`src/sv/sme_pkg.sv`:
```
`timescale 1ns / 1ps
// Shared constants, request codes and controller/datapath command and status
// types for the stable matching engine. No dependencies.
package sme_pkg;

    localparam int MAX_PAIRS = 8;
    localparam int IDX_W     = 3;
    localparam int CNT_W     = 4;
    localparam int ADDR_W    = 2 * IDX_W;
    localparam int DEPTH     = MAX_PAIRS * MAX_PAIRS;

    localparam logic [CNT_W-1:0] PAIR_COUNT_RESET = 4'd8;
    localparam logic             REG_PAIR_COUNT   = 1'b0;

    typedef enum logic [1:0] {
        REQ_LOAD_MAN   = 2'd0,
        REQ_LOAD_WOMAN = 2'd1,
        REQ_START      = 2'd2
    } t_req;

    typedef struct packed {
        logic load_man;
        logic load_woman;
        logic start;
        logic find;
        logic wstart;
        logic wnext;
        logic accept_free;
        logic accept_switch;
        logic emit;
    } t_cmd;

    typedef struct packed {
        logic any_free;
        logic w_out_of_range;
        logic woman_free;
        logic same_man;
        logic e_is_cur;
        logic e_is_prop;
        logic scan_last;
        logic out_slot;
        logic out_last;
    } t_status;

endpackage

```
`src/sv/sme_if.sv`:
```
`timescale 1ns / 1ps
// Valid/ready channel interfaces for request items and result pairs.
// Depends on sme_pkg for field widths.
interface sme_in_if;
    logic                      valid;
    logic                      ready;
    logic [1:0]                req_type;
    logic [sme_pkg::IDX_W-1:0] person;
    logic [sme_pkg::IDX_W-1:0] rank;
    logic [sme_pkg::IDX_W-1:0] choice;

    modport source (output valid, output req_type, output person, output rank,
                    output choice, input ready);
    modport sink   (input valid, input req_type, input person, input rank,
                    input choice, output ready);
endinterface

interface sme_out_if;
    logic                      valid;
    logic                      ready;
    logic [sme_pkg::IDX_W-1:0] woman;
    logic [sme_pkg::IDX_W-1:0] man;
    logic                      last;

    modport source (output valid, output woman, output man, output last, input ready);
    modport sink   (input valid, input woman, input man, input last, output ready);
endinterface

```
`src/sv/sme_ctrl.sv`:
```
`timescale 1ns / 1ps
// Sequencing state machine of the stable matching engine.
// Depends on sme_pkg for command and status types.
module sme_ctrl (
    input  logic             i_clk,
    input  logic             i_rst_n,
    input  logic             i_in_valid,
    input  logic [1:0]       i_req_type,
    input  sme_pkg::t_status i_status,
    output logic             o_in_ready,
    output sme_pkg::t_cmd    o_cmd
);

    typedef enum logic [4:0] {
        S_IDLE  = 5'b00001,
        S_FIND  = 5'b00010,
        S_MDATA = 5'b00100,
        S_WCMP  = 5'b01000,
        S_OUT   = 5'b10000
    } t_state;

    t_state r_state;
    t_state n_state;

    always_ff @(posedge i_clk) begin
        if (!i_rst_n) begin
            r_state <= S_IDLE;
        end else begin
            r_state <= n_state;
        end
    end

    assign o_in_ready = (r_state == S_IDLE);

    always_comb begin
        n_state = r_state;
        o_cmd   = '0;
        case (r_state)
            S_IDLE: begin
                if (i_in_valid) begin
                    case (sme_pkg::t_req'(i_req_type))
                        sme_pkg::REQ_LOAD_MAN:   o_cmd.load_man = 1'b1;
                        sme_pkg::REQ_LOAD_WOMAN: o_cmd.load_woman = 1'b1;
                        sme_pkg::REQ_START: begin
                            o_cmd.start = 1'b1;
                            n_state     = S_FIND;
                        end
                        default: ;
                    endcase
                end
            end
            S_FIND: begin
                if (i_status.any_free) begin
                    o_cmd.find = 1'b1;
                    n_state    = S_MDATA;
                end else begin
                    n_state = S_OUT;
                end
            end
            S_MDATA: begin
                if (i_status.w_out_of_range) begin
                    n_state = S_FIND;
                end else if (i_status.woman_free) begin
                    o_cmd.accept_free = 1'b1;
                    n_state           = S_FIND;
                end else if (i_status.same_man) begin
                    n_state = S_FIND;
                end else begin
                    o_cmd.wstart = 1'b1;
                    n_state      = S_WCMP;
                end
            end
            S_WCMP: begin
                if (i_status.e_is_cur) begin
                    n_state = S_FIND;
                end else if (i_status.e_is_prop) begin
                    o_cmd.accept_switch = 1'b1;
                    n_state             = S_FIND;
                end else if (i_status.scan_last) begin
                    n_state = S_FIND;
                end else begin
                    o_cmd.wnext = 1'b1;
                end
            end
            S_OUT: begin
                if (i_status.out_slot) begin
                    o_cmd.emit = 1'b1;
                    if (i_status.out_last) begin
                        n_state = S_IDLE;
                    end
                end
            end
            default: begin
                n_state = S_IDLE;
            end
        endcase
    end

endmodule

```
`src/sv/sme_datapath.sv`:
```
`timescale 1ns / 1ps
// Datapath: preference list memories, partner table, proposal pointers and
// the result output register. Depends on sme_pkg.
module sme_datapath (
    input  logic                      i_clk,
    input  logic                      i_rst_n,
    input  sme_pkg::t_cmd             i_cmd,
    output sme_pkg::t_status          o_status,
    input  logic [sme_pkg::CNT_W-1:0] i_pair_count,
    input  logic [sme_pkg::IDX_W-1:0] i_person,
    input  logic [sme_pkg::IDX_W-1:0] i_rank,
    input  logic [sme_pkg::IDX_W-1:0] i_choice,
    input  logic                      i_out_ready,
    output logic                      o_out_valid,
    output logic [sme_pkg::IDX_W-1:0] o_woman,
    output logic [sme_pkg::IDX_W-1:0] o_man,
    output logic                      o_last
);

    localparam int IDX_W = sme_pkg::IDX_W;
    localparam int CNT_W = sme_pkg::CNT_W;
    localparam int NP    = sme_pkg::MAX_PAIRS;

    logic [IDX_W-1:0] r_man_mem   [sme_pkg::DEPTH];
    logic [IDX_W-1:0] r_woman_mem [sme_pkg::DEPTH];
    logic [IDX_W-1:0] r_mrd;
    logic [IDX_W-1:0] r_wrd;

    logic [IDX_W-1:0] r_partner  [NP];
    logic [NP-1:0]    r_pvalid;
    logic [NP-1:0]    r_taken;
    logic [CNT_W-1:0] r_next_pos [NP];
    logic [IDX_W-1:0] r_cur_man;
    logic [IDX_W-1:0] r_cur_woman;
    logic [IDX_W-1:0] r_scan_idx;
    logic [IDX_W-1:0] r_out_idx;
    logic [CNT_W-1:0] r_n;

    logic             r_out_valid;
    logic [IDX_W-1:0] r_out_woman;
    logic [IDX_W-1:0] r_out_man;
    logic             r_out_last;

    logic [CNT_W-1:0]          w_eff;
    logic                      w_found;
    logic [IDX_W-1:0]          w_sel;
    logic [sme_pkg::ADDR_W-1:0] w_man_addr;
    logic [sme_pkg::ADDR_W-1:0] w_woman_addr;
    logic [sme_pkg::ADDR_W-1:0] w_load_addr;

    // Count of zero runs as one; counts beyond the table size saturate.
    always_comb begin
        if (i_pair_count == '0) begin
            w_eff = CNT_W'(1);
        end else if (i_pair_count > CNT_W'(NP)) begin
            w_eff = CNT_W'(NP);
        end else begin
            w_eff = i_pair_count;
        end
    end

    // Lowest-numbered free man who still has an untried entry.
    always_comb begin
        w_found = 1'b0;
        w_sel   = '0;
        for (int m = NP - 1; m >= 0; m--) begin
            if (CNT_W'(m) < r_n && !r_taken[m] && r_next_pos[m] < r_n) begin
                w_found = 1'b1;
                w_sel   = IDX_W'(m);
            end
        end
    end

    assign w_man_addr   = {w_sel, r_next_pos[w_sel][IDX_W-1:0]};
    assign w_woman_addr = i_cmd.wstart ? {r_mrd, IDX_W'(0)}
                                       : {r_cur_woman, r_scan_idx + IDX_W'(1)};
    assign w_load_addr  = {i_person, i_rank};

    always_ff @(posedge i_clk) begin
        if (i_cmd.load_man) begin
            r_man_mem[w_load_addr] <= i_choice;
        end
        if (i_cmd.find) begin
            r_mrd <= r_man_mem[w_man_addr];
        end
    end

    always_ff @(posedge i_clk) begin
        if (i_cmd.load_woman) begin
            r_woman_mem[w_load_addr] <= i_choice;
        end
        if (i_cmd.wstart || i_cmd.wnext) begin
            r_wrd <= r_woman_mem[w_woman_addr];
        end
    end

    always_ff @(posedge i_clk) begin
        if (!i_rst_n) begin
            r_pvalid    <= '0;
            r_taken     <= '0;
            r_n         <= CNT_W'(NP);
            r_scan_idx  <= '0;
            r_out_idx   <= '0;
            r_out_valid <= 1'b0;
            for (int m = 0; m < NP; m++) begin
                r_next_pos[m] <= '0;
            end
        end else begin
            if (i_cmd.start) begin
                r_pvalid  <= '0;
                r_taken   <= '0;
                r_n       <= w_eff;
                r_out_idx <= '0;
                for (int m = 0; m < NP; m++) begin
                    r_next_pos[m] <= '0;
                end
            end
            if (i_cmd.find) begin
                r_next_pos[w_sel] <= r_next_pos[w_sel] + CNT_W'(1);
            end
            if (i_cmd.wstart) begin
                r_scan_idx <= '0;
            end
            if (i_cmd.wnext) begin
                r_scan_idx <= r_scan_idx + IDX_W'(1);
            end
            if (i_cmd.accept_free) begin
                r_pvalid[r_mrd]    <= 1'b1;
                r_taken[r_cur_man] <= 1'b1;
            end
            if (i_cmd.accept_switch) begin
                r_taken[r_partner[r_cur_woman]] <= 1'b0;
                r_taken[r_cur_man]              <= 1'b1;
            end
            if (i_cmd.emit) begin
                r_out_valid <= 1'b1;
                r_out_idx   <= r_out_idx + IDX_W'(1);
            end else if (i_out_ready) begin
                r_out_valid <= 1'b0;
            end
        end
    end

    always_ff @(posedge i_clk) begin
        if (i_cmd.find) begin
            r_cur_man <= w_sel;
        end
        if (i_cmd.wstart) begin
            r_cur_woman <= r_mrd;
        end
        if (i_cmd.accept_free) begin
            r_partner[r_mrd] <= r_cur_man;
        end
        if (i_cmd.accept_switch) begin
            r_partner[r_cur_woman] <= r_cur_man;
        end
        if (i_cmd.emit) begin
            r_out_woman <= r_out_idx;
            r_out_man   <= r_pvalid[r_out_idx] ? r_partner[r_out_idx] : '0;
            r_out_last  <= o_status.out_last;
        end
    end

    always_comb begin
        o_status.any_free       = w_found;
        o_status.w_out_of_range = CNT_W'(r_mrd) >= r_n;
        o_status.woman_free     = !r_pvalid[r_mrd];
        o_status.same_man       = r_partner[r_mrd] == r_cur_man;
        o_status.e_is_cur       = r_wrd == r_partner[r_cur_woman];
        o_status.e_is_prop      = r_wrd == r_cur_man;
        o_status.scan_last      = (CNT_W'(r_scan_idx) + CNT_W'(1)) >= r_n;
        o_status.out_slot       = !r_out_valid || i_out_ready;
        o_status.out_last       = (CNT_W'(r_out_idx) + CNT_W'(1)) == r_n;
    end

    assign o_out_valid = r_out_valid;
    assign o_woman     = r_out_woman;
    assign o_man       = r_out_man;
    assign o_last      = r_out_last;

endmodule

```
`src/sv/stable_matching_engine.sv`:
```
`timescale 1ns / 1ps
// Top level of the men-proposing stable matching engine: APB register,
// controller and datapath. Depends on sme_pkg, sme_if, sme_ctrl, sme_datapath.
//
//   Channel   Direction  Carries
//   -------   ---------  ---------------------------------------------------
//   i_in      sink       req_type, person, rank, choice (load or start)
//   o_out     source     woman, man, last (one pair per woman after a start)
//   APB       slave      pair_count at byte address 0
//
// Loads may follow one another every cycle while no start is in progress.
// A start first clears the matching state; each proposal then picks a man and
// inspects the woman, scanning her list entry by entry when she is already
// matched, and a last pick that finds no free man left ends the search; at most
// n*n proposals. The n result transfers then leave one per cycle while
// o_out.ready is high.
// Reset is synchronous and active low; it clears the matching state and sets
// pair_count to 8. The preference lists hold no defined value until loaded.
// i_in.ready is low from a start until its last pair is in the output
// register; a stalled output holds its pair and halts the result sequence.
module stable_matching_engine (
    input  logic         i_clk,
    input  logic         i_rst_n,
    input  logic         psel,
    input  logic         penable,
    input  logic         pwrite,
    input  logic [2:0]   paddr,
    input  logic [31:0]  pwdata,
    output logic [31:0]  prdata,
    output logic         pready,
    sme_in_if.sink       i_in,
    sme_out_if.source    o_out
);

    logic [sme_pkg::CNT_W-1:0] r_pair_count;
    logic                      w_reg_sel;
    sme_pkg::t_cmd             w_cmd;
    sme_pkg::t_status          w_status;

    // The register index is the word address; bit 2 selects it.
    assign w_reg_sel = (paddr[2] == sme_pkg::REG_PAIR_COUNT);
    assign pready    = 1'b1;

    always_ff @(posedge i_clk) begin
        if (!i_rst_n) begin
            r_pair_count <= sme_pkg::PAIR_COUNT_RESET;
        end else if (psel && penable && pwrite && w_reg_sel) begin
            r_pair_count <= pwdata[sme_pkg::CNT_W-1:0];
        end
    end

    // Writes to addresses past the register list are dropped and read as zero.
    assign prdata = w_reg_sel ? {{(32 - sme_pkg::CNT_W){1'b0}}, r_pair_count} : 32'd0;

    sme_ctrl u_ctrl (
        .i_clk      (i_clk),
        .i_rst_n    (i_rst_n),
        .i_in_valid (i_in.valid),
        .i_req_type (i_in.req_type),
        .i_status   (w_status),
        .o_in_ready (i_in.ready),
        .o_cmd      (w_cmd)
    );

    sme_datapath u_datapath (
        .i_clk        (i_clk),
        .i_rst_n      (i_rst_n),
        .i_cmd        (w_cmd),
        .o_status     (w_status),
        .i_pair_count (r_pair_count),
        .i_person     (i_in.person),
        .i_rank       (i_in.rank),
        .i_choice     (i_in.choice),
        .i_out_ready  (o_out.ready),
        .o_out_valid  (o_out.valid),
        .o_woman      (o_out.woman),
        .o_man        (o_out.man),
        .o_last       (o_out.last)
    );

endmodule
```
`src/flat_wrapper.sv`:
```
// flat-port wrapper written by rule: the top's interface ports become plain ports
module stable_matching_engine_flat 
  (i_clk, i_rst_n, psel, penable, pwrite, paddr, pwdata, prdata, pready, i_in_valid, i_in_req_type, i_in_person, i_in_rank, i_in_choice, i_in_ready, o_out_valid, o_out_woman, o_out_man, o_out_last, o_out_ready);
  sme_in_if i_in_i ();
  sme_out_if o_out_i ();
  input  logic i_clk;
  input  logic i_rst_n;
  input  logic psel;
  input  logic penable;
  input  logic pwrite;
  input  logic [2:0] paddr;
  input  logic [31:0] pwdata;
  output logic [31:0] prdata;
  output logic pready;
  input wire logic [$bits(i_in_i.valid)-1:0] i_in_valid;
  input wire logic [$bits(i_in_i.req_type)-1:0] i_in_req_type;
  input wire logic [$bits(i_in_i.person)-1:0] i_in_person;
  input wire logic [$bits(i_in_i.rank)-1:0] i_in_rank;
  input wire logic [$bits(i_in_i.choice)-1:0] i_in_choice;
  output wire logic [$bits(i_in_i.ready)-1:0] i_in_ready;
  output wire logic [$bits(o_out_i.valid)-1:0] o_out_valid;
  output wire logic [$bits(o_out_i.woman)-1:0] o_out_woman;
  output wire logic [$bits(o_out_i.man)-1:0] o_out_man;
  output wire logic [$bits(o_out_i.last)-1:0] o_out_last;
  input wire logic [$bits(o_out_i.ready)-1:0] o_out_ready;
  assign i_in_i.valid = i_in_valid;
  assign i_in_i.req_type = i_in_req_type;
  assign i_in_i.person = i_in_person;
  assign i_in_i.rank = i_in_rank;
  assign i_in_i.choice = i_in_choice;
  assign i_in_ready = i_in_i.ready;
  assign o_out_valid = o_out_i.valid;
  assign o_out_woman = o_out_i.woman;
  assign o_out_man = o_out_i.man;
  assign o_out_last = o_out_i.last;
  assign o_out_i.ready = o_out_ready;
  stable_matching_engine u_core (.i_clk(i_clk), .i_rst_n(i_rst_n), .psel(psel), .penable(penable), .pwrite(pwrite), .paddr(paddr), .pwdata(pwdata), .prdata(prdata), .pready(pready), .i_in(i_in_i), .o_out(o_out_i));
endmodule
```
`config.mk`:
```
export PLATFORM = sky130hd
export DESIGN_NAME = stable_matching_engine_flat
export DESIGN_NICKNAME = d
export VERILOG_FILES = /design/src/sv/sme_pkg.sv /design/src/sv/sme_if.sv /design/src/sv/sme_ctrl.sv /design/src/sv/sme_datapath.sv /design/src/sv/stable_matching_engine.sv /design/src/flat_wrapper.sv
export SDC_FILE = /design/constraint.sdc
export NUM_CORES = 1
export LEC_CHECK = 0
export ABC_AREA = 1
export BUFFER_PORTS_ARGS = -buffer_cell sky130_fd_sc_hd__buf_2
export CORE_MARGIN = 4
export CORE_UTILIZATION = 44
export CTS_BUF_LIST = sky130_fd_sc_hd__clkbuf_16
export DETAILED_ROUTE_END_ITERATION = 7
export PLACE_DENSITY = 0.56
export SETUP_SLACK_MARGIN = 0.5
export SKIP_LAST_GASP = 1
export SYNTH_ARGS = -nofsm -noshare
export SYNTH_HDL_FRONTEND = slang
export SYNTH_SLANG_ARGS = --single-unit
```
`constraint.sdc`:
```
create_clock -name i_clk -period 4.02 [get_ports i_clk]
set_input_delay 0.402 -clock i_clk [delete_from_list [all_inputs] [get_ports i_clk]]
set_output_delay 0.402 -clock i_clk [all_outputs]
set_load 0.01 [all_outputs]
```
==> metrics.csv <==
stage,metric,value,unit
worst_hold_path,min-delay src,i_rst_n,
clock_network,# H-tree levels,2,
cells_and_area,multi-input logic area,0.008058,sq mm
placement,DP Wirelength,40.09,mm
timing,Final Hold Fails,0,
power_and_ir_drop,VDD IR-drop max,0.3282,mV
cells_and_area,Area Overhead vs Synth,17.12,%
timing,TNS Setup,0,ps
grt,pin count of the biggest net entering global routing,102,
setup_path,r2r setup slk,500,ps
setup_path,FF-to-FF path depth,24,
drt,routed vias/inst,5.291,
cells_and_area,ant diodes,0,
cells_and_area,nets,2569,
die,row count,85,
synthesis,top cell type's share of synthesized area,57.81,%
timing,fmax,284.0,MHz
power_and_ir_drop,power per cell area,465.4,mW/mm^2
synthesis,Post-Synthesis Cells,2386,
flow_run,MaxCap Viol Count,0,
drt,vias,17022,
grt,remaining global-route overflow,0,
timing,RSZ-0062 raised after global routing,yes,
drt,DRT Pass-1 Iters,6,
worst_hold_path,hold worst-path end,u_core.u_ctrl.r_state[0],
cells_and_area,layout cells sized above 1,19.32,%
placement,RD Place Congestion,0.8812,
die,Die Area,0.05797,sq mm
grt,GRT Total Usage,20.50,%
grt,GRT met1 Usage,27.71,%
clock_network,CTS tree,yes,
clock_network,CTS buffer count,54,
cells_and_area,Fill cells,4784,
grt,met2 Resource Use GR,34.19,%
timing,Final min period,3521,ps
synthesis,proportion of synthesized chip area in sequential cells,61.09,%
grt,met3 global-route usage,3.497,%
die,Die Span X,240.8,um
grt,vias in the first global route,16476,
power_and_ir_drop,static leakage,10.89,nW
timing,Worst slew margin,26.83,%
synthesis,Yosys reg bits,498,
synthesis,syn_area_per_cell,9.992,sq um
drt,drt drc,0,
setup_path,worst r2r src,u_core.u_datapath.r_n[2],
die,Die Y,240.8,um
grt,busiest grt layer,met2,
power_and_ir_drop,total power,0.01300,W
synthesis,synth warn,0,
die,Starting Density,44.39,%
timing,Worst-Margin Slew,1089,ps
synthesis,count of different cell masters after synthesis,55,
synthesis,Post-synth ARST share,0,%
drt,Final ANT Viol Nets,0,
synthesis,Post-synth EDFFs,459,
setup_path,worst-path fanout max,12,
timing,worst hold slack,84.72,ps
worst_hold_path,hold path depth,2,
die,I/O pin count,95,
drt,drt total wl,62.44,mm
grt,initial antenna violation count,2,
clock_network,root buffer cell,clkbuf_16,
setup_path,CP Data Required Time,4370,ps
setup_path,R2R Path End,u_core.u_datapath.r_next_pos[7][3],
setup_path,worst path arrival time,3870,ps
clock_network,clock transition at the registers of the reported paths,60,ps
timing,Final period util,87.59,%
timing,Clock Skew,25.63,ps
die,area of the core,0.05371,sq mm
clock_network,clock latency on the worst-skew pair,610,ps
cells_and_area,Final Util,51.99,%
grt,first-pass GRT wire length,92.24,mm
synthesis,Yosys top cell by area,edfxtp_1,
synthesis,Mapped Area,0.02384,sq mm
worst_hold_path,hold crit path type,in -> reg,
status,outcome,"complete, no violations",
synthesis,ys flop type,edfxtp_1,
setup_path,crit path launch type,flop,
synthesis,most frequent cells after synthesis,"459 x edfxtp_1, 421 x nand2_1, 314 x inv_1",
drt,DR iter-0 viols,1126,
placement,number of I/O port buffers,35,
clock_network,CTS Buffer Depth,3,
setup_path,critical path class,reg -> reg,
setup_path,CP endpoint kind,flop,
clock_network,CTS Sinks,498,
timing,final setup fails,0,
drt,DR WL/cell,19.41,um
synthesis,"count leader, synth",edfxtp_1,
timing,Max Slew Vio Count,0,
synthesis,largest cells by area after synthesis,"edfxtp_1 58%, nand2_1 6.6%, nand3_1 6.4%",
cells_and_area,register area,0.01458,sq mm
==> how the worst max path moves through the flow <==
| stage | start | endpoint | slack, ps | cells past startpoint |
|---|---|---|---|---|
| 6_report | u_core.u_datapath.r_n[2] | u_core.u_datapath.r_next_pos[7][3] | 500 | 24 |
| 5_1_grt | u_core.u_datapath.r_n[2] | u_core.u_datapath.r_mrd[0] | 330 | 28 |
| 4_1_cts | u_core.u_datapath.r_mrd[2] | u_core.u_datapath.r_wrd[2] | 530 | 18 |
| 3_5_place_dp | u_core.u_datapath.r_n[1] | u_core.u_datapath.r_wrd[0] | 140 | 17 |
| 3_3_place_gp | u_core.u_datapath.r_n[1] | u_core.u_datapath.r_wrd[0] | 170 | 17 |
| 2_1_floorplan | u_core.u_datapath.r_n[1] | u_core.u_datapath.r_next_pos[0][2] | 890 | 18 |
==> flip-flops by register name, indices dropped and copies added, names as in the netlist, named ones only <==
name / count
u_core.r_pair_count: 4
u_core.u_ctrl.r_state: 5
u_core.u_datapath.o_last: 1
u_core.u_datapath.o_man: 3
u_core.u_datapath.o_out_valid: 1
u_core.u_datapath.o_woman: 3
u_core.u_datapath.r_cur_man: 3
u_core.u_datapath.r_cur_woman: 3
u_core.u_datapath.r_man_mem: 192
u_core.u_datapath.r_mrd: 3
u_core.u_datapath.r_n: 4
u_core.u_datapath.r_next_pos: 32
u_core.u_datapath.r_out_idx: 3
u_core.u_datapath.r_partner: 24
u_core.u_datapath.r_pvalid: 8
u_core.u_datapath.r_scan_idx: 3
u_core.u_datapath.r_taken: 8
u_core.u_datapath.r_woman_mem: 192
u_core.u_datapath.r_wrd: 3
==> layer usage <==
| layer | up-vias | routed length (um) |
|---|---|---|
| li1 | 8251 | - |
| met1 | 8219 | 27980 |
| met2 | 453 | 29470 |
| met3 | 97 | 3168 |
| met4 | 2 | 1802 |
| met5 | - | 12 |
==> final cells by class <==
type | count | area share [%]
sequential | 498 | 52.21
multi-input combinational | 1447 | 28.86
inverter | 337 | 4.674
clock inverter | 41 | 0.8783
clock buffer | 54 | 4.839
timing repair buffer | 144 | 5.426
tap | 696 | 3.119
==> where the power goes <==
| group | leakage (nW) | switching [W] | total, W | internal [W] |
|---|---|---|---|---|
| registers | 4.49 | 0.0000277 | 0.00573 | 0.00570 |
| logic | 5.53 | 0.00171 | 0.00276 | 0.00105 |
| clock network | 0.859 | 0.00196 | 0.00451 | 0.00255 |
==> metrics by stage <==
| stage | setup WS (ps) | cells | cell area, sq um |
|---|---|---|---|
| 2_1_floorplan | 887.3 | 2413 | 23940 |
| 3_3_place_gp | 165.1 | 3068 | 24800 |
| 3_5_place_dp | 142.7 | 3068 | 24800 |
| 4_1_cts | 529.3 | 3176 | 26650 |
| 5_1_grt | 329.1 | 3217 | 27920 |
| 6_report | 499.0 | 3217 | 27920 |
==> kinds of logic (layout without fill, tap and decap cells) <==
logic type,count (synthesis),after routing,share of synthesized area [%]
compound gates,262,262,7.095
xor+xnor,13,13,0.5091
fa+ha+maj,34,34,1.784
buf+inv,469,576,8.428
flops,498,498,61.09
other cells,2,29,0.03150
simple gates,1108,1109,21.07
==> cells in the final DEF, fill, tap and decap left out, drive strengths merged, types with 2 or more instances in the layout <==
master    count
buf         133
dfxtp        39
xnor2         4
a31oi         2
xor2          9
nand3b        2
inv         353
clkinvlp      2
ha           34
a21oi        46
o32ai         7
o21ai        70
clkbuf       64
a211oi        6
o22ai         9
o21a          3
bufinv        2
conb         29
nor2        225
clkinv       21
o2bb2ai       2
or2          92
nand2       435
nand3       309
nor4          5
edfxtp      459
nand4         6
a22oi         9
nor3         35
o211ai       99
==> critical path, cell delays in order, from the launching register on <==
cell and delay (ps):
dfxtp_4 370, inv_4 180, ha_1 270, nand2_1 80, inv_1 70, a21oi_2 180
nand2_2 70, nand2_1 60, nand2_1 50, nand2_1 70, nand2_2 70, nand2_4 140
buf_6 150, nand3_2 60, nand3_2 90, nand2_4 70, nor2_4 190, buf_12 160
buf_12 150, buf_8 150, buf_12 110, nand3_4 70, xor2_2 210, buf_6 180
nor2_2 40
==> repair_timing <==
item	CTS	global route
pin swaps	3	71
setup endpoints to repair	30	54
hold endpoints to repair	1	0
cloned	1	14
gates resized for setup	29	170
hold buffers	1	0
setup buffers	11	27
No activity file was read; power rests on OpenSTA's default activity.
